**config.mk**
```make
export PLATFORM = sky130hd
export DESIGN_NAME = median_window_decimating_average_flat
export DESIGN_NICKNAME = d
export VERILOG_FILES = /design/src/rtl/mwda_pkg.sv /design/src/rtl/mwda_in_if.sv /design/src/rtl/mwda_out_if.sv /design/src/rtl/mwda_ring.sv /design/src/rtl/mwda_sort_cell.sv /design/src/rtl/median_window_decimating_average.sv /design/src/flat_wrapper.sv
export SDC_FILE = /design/constraint.sdc
export NUM_CORES = 2
export LEC_CHECK = 0
export ABC_AREA = 1
export BUFFER_PORTS_ARGS = -buffer_cell sky130_fd_sc_hd__clkbuf_2
export CAP_MARGIN = 20
export CORE_MARGIN = 1
export CORE_UTILIZATION = 60
export DETAILED_ROUTE_END_ITERATION = 6
export GPL_TIMING_DRIVEN = 0
export PLACE_DENSITY = 0.81
export SYNTH_ARGS = -nofsm -noshare
export SYNTH_HDL_FRONTEND = slang
export SYNTH_SLANG_ARGS = --single-unit
export TNS_END_PERCENT = 50
```
**constraint.sdc**
```tcl
create_clock -name clk_i -period 9.5 [get_ports clk_i]
set_input_delay 0.95 -clock clk_i [delete_from_list [all_inputs] [get_ports clk_i]]
set_output_delay 0.95 -clock clk_i [all_outputs]
set_load 0.05 [all_outputs]
```
**src/rtl/mwda_pkg.sv**
```systemverilog
// Shared constants and types for the median window decimating average block.
package mwda_pkg;

  // Item field widths
  localparam int CH_W  = 2;
  localparam int SMP_W = 12;

  // Window and channel sizing
  localparam int WINDOW   = 16;
  localparam int CHANNELS = 4;
  localparam int SLOT_W   = (WINDOW > 1) ? $clog2(WINDOW) : 1;
  localparam int ADDR_W   = CH_W + SLOT_W;
  localparam int MED_IX   = WINDOW / 2;

  // Decimating average: eight medians, shift by three
  localparam int AVG_LEN   = 8;
  localparam int AVG_SHIFT = 3;
  localparam int CNT_W     = AVG_SHIFT;
  localparam int SUM_W     = SMP_W + AVG_SHIFT;

  // Link between neighbouring sort cells: the cell's entry once the old
  // sample is removed, whether it lies past the end, and whether it sorts
  // below the new sample.
  typedef struct packed {
    logic [SMP_W-1:0] t;
    logic             inf;
    logic             lt;
  } link_t;

endpackage

```
**src/rtl/mwda_in_if.sv**
```systemverilog
// Input channel: valid/ready handshake carrying channel and sample.
interface mwda_in_if;
  import mwda_pkg::*;

  logic             valid;
  logic             ready;
  logic [CH_W-1:0]  channel;
  logic [SMP_W-1:0] sample;

  modport source (output valid, output channel, output sample, input ready);
  modport sink   (input valid, input channel, input sample, output ready);
endinterface

```
**src/rtl/mwda_out_if.sv**
```systemverilog
// Output channel: valid/ready handshake carrying the filtered value.
interface mwda_out_if;
  import mwda_pkg::*;

  logic             valid;
  logic             ready;
  logic [SMP_W-1:0] filtered;
  logic             is_average;

  modport source (output valid, output filtered, output is_average, input ready);
  modport sink   (input valid, input filtered, input is_average, output ready);
endinterface

```
**src/rtl/mwda_ring.sv**
```systemverilog
// Per-channel ring store of raw samples; returns the entry being overwritten.
module mwda_ring import mwda_pkg::*; (
  input  logic             clk_i,
  input  logic             rst_ni,
  input  logic             wr_i,
  input  logic [CH_W-1:0]  ch_i,
  input  logic [SMP_W-1:0] sample_i,
  output logic [SMP_W-1:0] old_o
);

  localparam int DEPTH = 2 ** ADDR_W;

  logic [SMP_W-1:0]  mem_q [DEPTH];
  logic [SMP_W-1:0]  rd_q;
  logic              rd_vld_q;
  logic [SLOT_W-1:0] slot_q [CHANNELS];
  logic              wrap_q [CHANNELS];
  logic [SLOT_W-1:0] slot_d;
  logic [ADDR_W-1:0] addr;

  // Slot advances before the write and wraps at the window end
  always_comb begin
    if (slot_q[ch_i] == SLOT_W'(WINDOW - 1)) begin
      slot_d = '0;
    end else begin
      slot_d = slot_q[ch_i] + SLOT_W'(1);
    end
  end

  assign addr = {ch_i, slot_d};

  // Slot pointers; the wrap flag marks a channel whose every entry is written
  always_ff @(posedge clk_i or negedge rst_ni) begin
    if (!rst_ni) begin
      for (int i = 0; i < CHANNELS; i++) begin
        slot_q[i] <= '0;
        wrap_q[i] <= 1'b0;
      end
      rd_vld_q <= 1'b0;
    end else if (wr_i) begin
      slot_q[ch_i] <= slot_d;
      rd_vld_q     <= wrap_q[ch_i];
      if (slot_d == '0) begin
        wrap_q[ch_i] <= 1'b1;
      end
    end
  end

  // Sample memory, read before write at the same address
  always_ff @(posedge clk_i) begin
    if (wr_i) begin
      rd_q        <= mem_q[addr];
      mem_q[addr] <= sample_i;
    end
  end

  // Entries never written read as the cleared value
  assign old_o = rd_vld_q ? rd_q : '0;

endmodule

```
**src/rtl/mwda_sort_cell.sv**
```systemverilog
// One cell of the sorted window: drops the old sample and inserts the new one.
module mwda_sort_cell import mwda_pkg::*; (
  input  logic             clk_i,
  input  logic             rst_ni,
  input  logic             upd_i,
  input  logic [CH_W-1:0]  ch_i,
  input  logic [SMP_W-1:0] old_i,
  input  logic [SMP_W-1:0] new_i,
  input  link_t            left_i,
  input  logic [SMP_W-1:0] right_s_i,
  input  logic             right_inf_i,
  output logic [SMP_W-1:0] s_o,
  output link_t            link_o,
  output logic [SMP_W-1:0] r_o
);

  logic [SMP_W-1:0] vals_q [CHANNELS];
  logic             below_old;

  assign s_o       = vals_q[ch_i];
  assign below_old = s_o < old_i;

  // After removal, entries at or past the old sample shift down one place
  always_comb begin
    link_o.t   = below_old ? s_o : right_s_i;
    link_o.inf = !below_old && right_inf_i;
    link_o.lt  = !link_o.inf && (link_o.t < new_i);
  end

  // Insertion: keep, take the new sample, or take the left neighbour's entry
  always_comb begin
    if (link_o.lt) begin
      r_o = link_o.t;
    end else if (left_i.lt) begin
      r_o = new_i;
    end else begin
      r_o = left_i.t;
    end
  end

  always_ff @(posedge clk_i or negedge rst_ni) begin
    if (!rst_ni) begin
      for (int i = 0; i < CHANNELS; i++) begin
        vals_q[i] <= '0;
      end
    end else if (upd_i) begin
      vals_q[ch_i] <= r_o;
    end
  end

endmodule

```
**src/rtl/median_window_decimating_average.sv**
```systemverilog
// Top level of the multi-channel median filter with decimating average.
//
// Input channel in_i carries a channel number and a 12-bit sample; output
// channel out_o returns one item per input item: the median of that
// channel's last sixteen samples, or on every eighth median of a channel
// the mean of those eight medians with is_average set.
// An item is first taken into the item registers while the ring memory is read at the
// slot being overwritten (its one port is read and written together); then
// the row of sort cells drops the old sample, inserts the new
// one and the median is tapped from the middle cell into the output
// register, which drives out_o.valid. A new item is accepted only once
// the previous one has left the cell stage.
// A finished item waits in the output register while the next item is
// taken; if the receiver still stalls when that next item is done, the
// block holds it in the cell stage and in_i.ready stays low.
// Reset clears the windows to zero, the slot pointers, the median sums
// and counts, and empties both stages; no clearing pass is needed.
// Items naming a channel outside the configured count return zero.
module median_window_decimating_average import mwda_pkg::*; (
  input  logic         clk_i,
  input  logic         rst_ni,
  mwda_in_if.sink      in_i,
  mwda_out_if.source   out_o
);

  logic             accept;
  logic             ch_ok;
  logic             fire;
  logic             busy_q;
  logic [CH_W-1:0]  ch_q;
  logic [SMP_W-1:0] smp_q;
  logic             chv_q;
  logic [SMP_W-1:0] old_w;

  logic [SMP_W-1:0] s_w    [WINDOW];
  link_t            link_w [WINDOW];
  logic [SMP_W-1:0] r_w    [WINDOW];
  logic [SMP_W-1:0] med;

  logic [SUM_W-1:0] sum_q [CHANNELS];
  logic [CNT_W-1:0] cnt_q [CHANNELS];
  logic [SUM_W-1:0] sum_d;
  logic             last_med;

  logic             out_vld_q;
  logic [SMP_W-1:0] filt_q;
  logic             avg_q;

  // Handshake: one item in the cell stage at a time
  assign in_i.ready = !busy_q;
  assign accept     = in_i.valid && in_i.ready;
  assign ch_ok      = int'(in_i.channel) < CHANNELS;
  assign fire       = busy_q && (!out_vld_q || out_o.ready);

  // Ring store of raw samples
  mwda_ring u_ring (
    .clk_i    (clk_i),
    .rst_ni   (rst_ni),
    .wr_i     (accept && ch_ok),
    .ch_i     (in_i.channel),
    .sample_i (in_i.sample),
    .old_o    (old_w)
  );

  // First stage item registers
  always_ff @(posedge clk_i or negedge rst_ni) begin
    if (!rst_ni) begin
      busy_q <= 1'b0;
      chv_q  <= 1'b0;
    end else if (accept) begin
      busy_q <= 1'b1;
      chv_q  <= ch_ok;
    end else if (fire) begin
      busy_q <= 1'b0;
    end
  end

  always_ff @(posedge clk_i) begin
    if (accept) begin
      ch_q  <= in_i.channel;
      smp_q <= in_i.sample;
    end
  end

  // Row of sort cells, each holding one rank of every channel's window
  for (genvar i = 0; i < WINDOW; i++) begin : g_cell
    link_t            left;
    logic [SMP_W-1:0] right_s;
    logic             right_inf;

    if (i == 0) begin : g_first
      assign left = '{t: '0, inf: 1'b0, lt: 1'b1};
    end else begin : g_mid
      assign left = link_w[i-1];
    end

    if (i == WINDOW - 1) begin : g_last
      assign right_s   = '0;
      assign right_inf = 1'b1;
    end else begin : g_inner
      assign right_s   = s_w[i+1];
      assign right_inf = 1'b0;
    end

    mwda_sort_cell u_cell (
      .clk_i       (clk_i),
      .rst_ni      (rst_ni),
      .upd_i       (fire && chv_q),
      .ch_i        (ch_q),
      .old_i       (old_w),
      .new_i       (smp_q),
      .left_i      (left),
      .right_s_i   (right_s),
      .right_inf_i (right_inf),
      .s_o         (s_w[i]),
      .link_o      (link_w[i]),
      .r_o         (r_w[i])
    );
  end

  assign med      = r_w[MED_IX];
  assign sum_d    = sum_q[ch_q] + SUM_W'(med);
  assign last_med = cnt_q[ch_q] == CNT_W'(AVG_LEN - 1);

  // Per-channel median sum and count
  always_ff @(posedge clk_i or negedge rst_ni) begin
    if (!rst_ni) begin
      for (int i = 0; i < CHANNELS; i++) begin
        sum_q[i] <= '0;
        cnt_q[i] <= '0;
      end
    end else if (fire && chv_q) begin
      if (last_med) begin
        sum_q[ch_q] <= '0;
        cnt_q[ch_q] <= '0;
      end else begin
        sum_q[ch_q] <= sum_d;
        cnt_q[ch_q] <= cnt_q[ch_q] + CNT_W'(1);
      end
    end
  end

  // Output register
  always_ff @(posedge clk_i or negedge rst_ni) begin
    if (!rst_ni) begin
      out_vld_q <= 1'b0;
    end else if (fire) begin
      out_vld_q <= 1'b1;
    end else if (out_o.ready) begin
      out_vld_q <= 1'b0;
    end
  end

  always_ff @(posedge clk_i) begin
    if (fire) begin
      if (!chv_q) begin
        filt_q <= '0;
        avg_q  <= 1'b0;
      end else if (last_med) begin
        filt_q <= SMP_W'(sum_d >> AVG_SHIFT);
        avg_q  <= 1'b1;
      end else begin
        filt_q <= med;
        avg_q  <= 1'b0;
      end
    end
  end

  assign out_o.valid      = out_vld_q;
  assign out_o.filtered   = filt_q;
  assign out_o.is_average = avg_q;

endmodule

```
**src/flat_wrapper.sv**
```systemverilog
// flat-port wrapper written by rule: the top's interface ports become plain ports
module median_window_decimating_average_flat import mwda_pkg::*;
  (clk_i, rst_ni, in_i_valid, in_i_channel, in_i_sample, in_i_ready, out_o_valid, out_o_filtered, out_o_is_average, out_o_ready);
  mwda_in_if in_i_i ();
  mwda_out_if out_o_i ();
  input  logic clk_i;
  input  logic rst_ni;
  input wire logic [$bits(in_i_i.valid)-1:0] in_i_valid;
  input wire logic [$bits(in_i_i.channel)-1:0] in_i_channel;
  input wire logic [$bits(in_i_i.sample)-1:0] in_i_sample;
  output wire logic [$bits(in_i_i.ready)-1:0] in_i_ready;
  output wire logic [$bits(out_o_i.valid)-1:0] out_o_valid;
  output wire logic [$bits(out_o_i.filtered)-1:0] out_o_filtered;
  output wire logic [$bits(out_o_i.is_average)-1:0] out_o_is_average;
  input wire logic [$bits(out_o_i.ready)-1:0] out_o_ready;
  assign in_i_i.valid = in_i_valid;
  assign in_i_i.channel = in_i_channel;
  assign in_i_i.sample = in_i_sample;
  assign in_i_ready = in_i_i.ready;
  assign out_o_valid = out_o_i.valid;
  assign out_o_filtered = out_o_i.filtered;
  assign out_o_is_average = out_o_i.is_average;
  assign out_o_i.ready = out_o_ready;
  median_window_decimating_average u_core (.clk_i(clk_i), .rst_ni(rst_ni), .in_i(in_i_i), .out_o(out_o_i));
endmodule
```
==> impl_results.md <==
- Routed WL per cell: between 30 and 40 um
- Fin. max-slew vios: 0
- Cells taking the most area after synthesis: edfxtp_1 (29%), dfrtp_1 (26%), nand2_1 (11%)
- Max incr delay on CP: 580 ps
- First-pass detailed-route iteration total: 7
- Share of layout cells above drive strength 1: 0.09896
- Startpoint Class: register
- Syn Inst Count: roughly 8600
- Initial antenna violation count: 26
- TritonCTS Sinks: ~1700
- Status: complete, but fails checks
- Worst reg2reg startpoint: u_core.ch_q[0]
- Die width: 373.9 um
- Vias after detailed routing: between 70000 and 80000
- CP required: 10210 ps
- Post-route DRC: 12
- Synth cell types: between 60 and 70
- Flip-flop and latch count after synthesis: ~1700
- Die Height: ~370 um
- Core Area: 0.1373 sq mm
- Clock transition at the registers of the reported paths: about 70 ps
- Worst-skew pair later-pin latency: ~840 ps
- Part of the Yosys area used for sequential elements: 0.5526
- Largest fanout on the critical path: 19
- Reg2reg setup slack: about 150 ps
- CTS max path bufs: 3
- Top cell by count, worst path: a21oi_1
- Post-synth ARST share: 0.5171
- Worst slew pin tran: approximately 1400 ps
- Fillers: about 10000
- Row cnt: between 100 and 150
- Synth Cell Area: between 0.08 and 0.09 sq mm
- Met3 Usage GRT: 0.2372
- GRT Residual Overflow: 0
- Share of the synthesized area in the top cell type: 0.2920
- Register area: 0.04585 sq mm
- Starting Density: 0.6043
- Busiest grt layer: met2
- Vias in the first global route: a little over 70000
- H-tree Lvls: 4
- First-pass GRT wire length: around 500000 um
- Met2 usage in global routing: 0.7094
- Hold buffers post-CTS: 0
- Max-cap violations: 0
- Half-perimeter wire length after placement: between 200000 and 300000 um
- Largest net degree at the start of global routing: 120
- WS Path Type: register to register
- Total track usage: 0.5157
- NumNets Final: around 9400
- Bufs and invs on worst path: 13
- # port buffers: 32
- DRT iter0 DRCs: between 10000 and 15000
- Detail Route Antenna Nets: 0
- Post-synth net total: 9033
- Clock skew: 64.91 ps
- Post-synth EDFFs: between 800 and 900
- Vias per inst: 6.884
- Synth warn: 0
- Synth Flop Type: dfrtp_1
- Crit path launch: u_core.ch_q[0]
- IO Count: 33
- Final-report hold violation count: 0
- Critical-path top delay cell: buf_2
- Syn_area_per_cell: roughly 9.6 sq um
- Full die area: around 0.14 sq mm
- Peak Freq: about 0.11 GHz
- Period utilization: 0.9843
- RSZ-0062 raised after global routing: false
- Relative slew slack: 0.03972
- Final wirelength: between 300000 and 400000 um
- Area occupied by multi-input gates: between 0.03 and 0.04 sq mm
- Failing checks: DRC
- Final setup violating endpoints: 0
- Area leader, netlist: edfxtp_1
- Fin crit period: 9351 ps
- CTS tree: built
- Final cell utilization of the core: 0.6827
- Synthesis-to-layout area growth: 12.99%
- Crit. End Element: register
- Hold Crit Class: input pin to asynchronous set/reset pin
- CTS Root Cell: clkbuf_16
- Crit path max-delay family: buffers and inverters
- Met1 Track Usage GR: 0.6404
- Worst path arrival time: 10060 ps
- Total CTS buffers: ~170
- GP Congestion: roughly 1.0
routing by layer:
layer	up-vias	wire [um]
li1	30980	-
met1	36090	124700
met2	6846	146300
met3	1698	62710
met4	41	31110
met5	-	326
path summary, 6_finish.rpt:
| path | end | depth (start not counted) |
|---|---|---|
| worst min register to register | u_core.u_ring.wrap_q[2] | 2 |
| worst max register to register | u_core.sum_q[51] | 38 |
| worst max-delay path | u_core.sum_q[51] | 38 |
| min in group clk_i | u_core.out_o.valid | 4 |
| max in group asynchronous | u_core.g_cell[11].u_cell.vals_q[6] | 3 |
| worst min-delay path | u_core.g_cell[0].u_cell.vals_q[43] | 1 |
cells in the mapped netlist, drive strengths merged, types with 8 or more instances:
| cell type | instances |
|---|---|
| o221a | 8 |
| clkbuf | 303 |
| mux2i | 11 |
| nor2 | 251 |
| o221ai | 14 |
| or2 | 52 |
| o211ai | 114 |
| buf | 184 |
| a22o | 138 |
| nand4 | 71 |
| o31ai | 14 |
| dfrtp | 864 |
| a31oi | 36 |
| and2 | 106 |
| o21ai | 604 |
| edfxtp | 807 |
| a221oi | 177 |
| a2111oi | 14 |
| nor3 | 23 |
| a22oi | 284 |
| nand2 | 2540 |
| a21oi | 269 |
| ha | 367 |
| nand3 | 747 |
| inv | 564 |
| o21a | 20 |
| o22ai | 21 |
| a211oi | 8 |
layout by cell type, fill, tap and decap left out, types with 93 or more instances in the layout:
cell type	netlist	layout
clkbuf_16	0	169
a22o_1	138	138
nor2_1	248	246
edfxtp_1	807	807
a21oi_1	266	266
o21ai_0	402	393
inv_1	536	536
and2_1	106	106
a221oi_1	173	171
clkbuf_1	303	334
a22oi_1	278	278
nand3_1	715	715
ha_1	367	367
nand2_1	2490	2479
buf_2	93	93
o21ai_1	177	184
dfrtp_1	864	864
area by class of cell:
type | count | area share
inverter | 567 | 0.02275
timing repair buffer | 200 | 0.02769
sequential | 1671 | 0.4891
multi-input combinational | 5922 | 0.3507
clock inverter | 77 | 0.01068
clock buffer | 242 | 0.05065
antenna | 30 | 0.0008007
tap | 1794 | 0.02394
buffer | 486 | 0.02375
registers in the layout (all words and copies together) (netlist names):
register,flops
u_core.sum_q,60
u_core.u_ring.mem_q,768
u_core.u_ring.rd_q,12
u_core.cnt_q,12
u_core.out_o.filtered,12
u_core.out_o.is_average,1
u_core.u_ring.wrap_q,4
u_core.u_ring.rd_vld_q,1
u_core.busy_q,1
u_core.smp_q,12
u_core.ch_q,2
u_core.chv_q,1
u_core.out_o.valid,1
u_core.g_cell.u_cell.vals_q,768
u_core.u_ring.slot_q,16
logic make-up after synthesis:
group / synth area share
buffers and inverters: 0.05208
AO/OA/AOI/OAI: 0.1420
XOR/XNOR: 0.0004223
flip-flops: 0.5526
AND/OR/NAND/NOR: 0.1958
multiplexers: 0.001553
adder cells (fa/ha/maj): 0.05558
per-stage QoR:
| stage | std cells | setup TNS, ps | worst slack, ps | area, sq um | hold slack [ps] |
|---|---|---|---|---|---|
| 2_1_floorplan | 8647 | 0 | 3063 | 82980 | 424.4 |
| 3_3_place_gp | 10470 | - | -13070 | 85380 | 436.3 |
| 3_5_place_dp | 10610 | -18060 | -641.2 | 87510 | 442.5 |
| 4_1_cts | 10930 | 0 | 7.374 | 93270 | 81.71 |
| 5_1_grt | 10960 | 0 | 31.11 | 93680 | 92.70 |
| 6_report | 10990 | 0 | 149.1 | 93750 | 66.46 |
repair_timing:
item	4_1_cts	5_1_grt
pin swaps	0	0
gates cloned	0	0
endpoints found under the hold margin	0	0
endpoints found under the setup margin	59	56
setup buffers	0	0
resized for setup	7	35
Power is left out: the tool's default activity adds up to more than one toggle a clock period on the data nets, which glitch-free logic cannot reach.
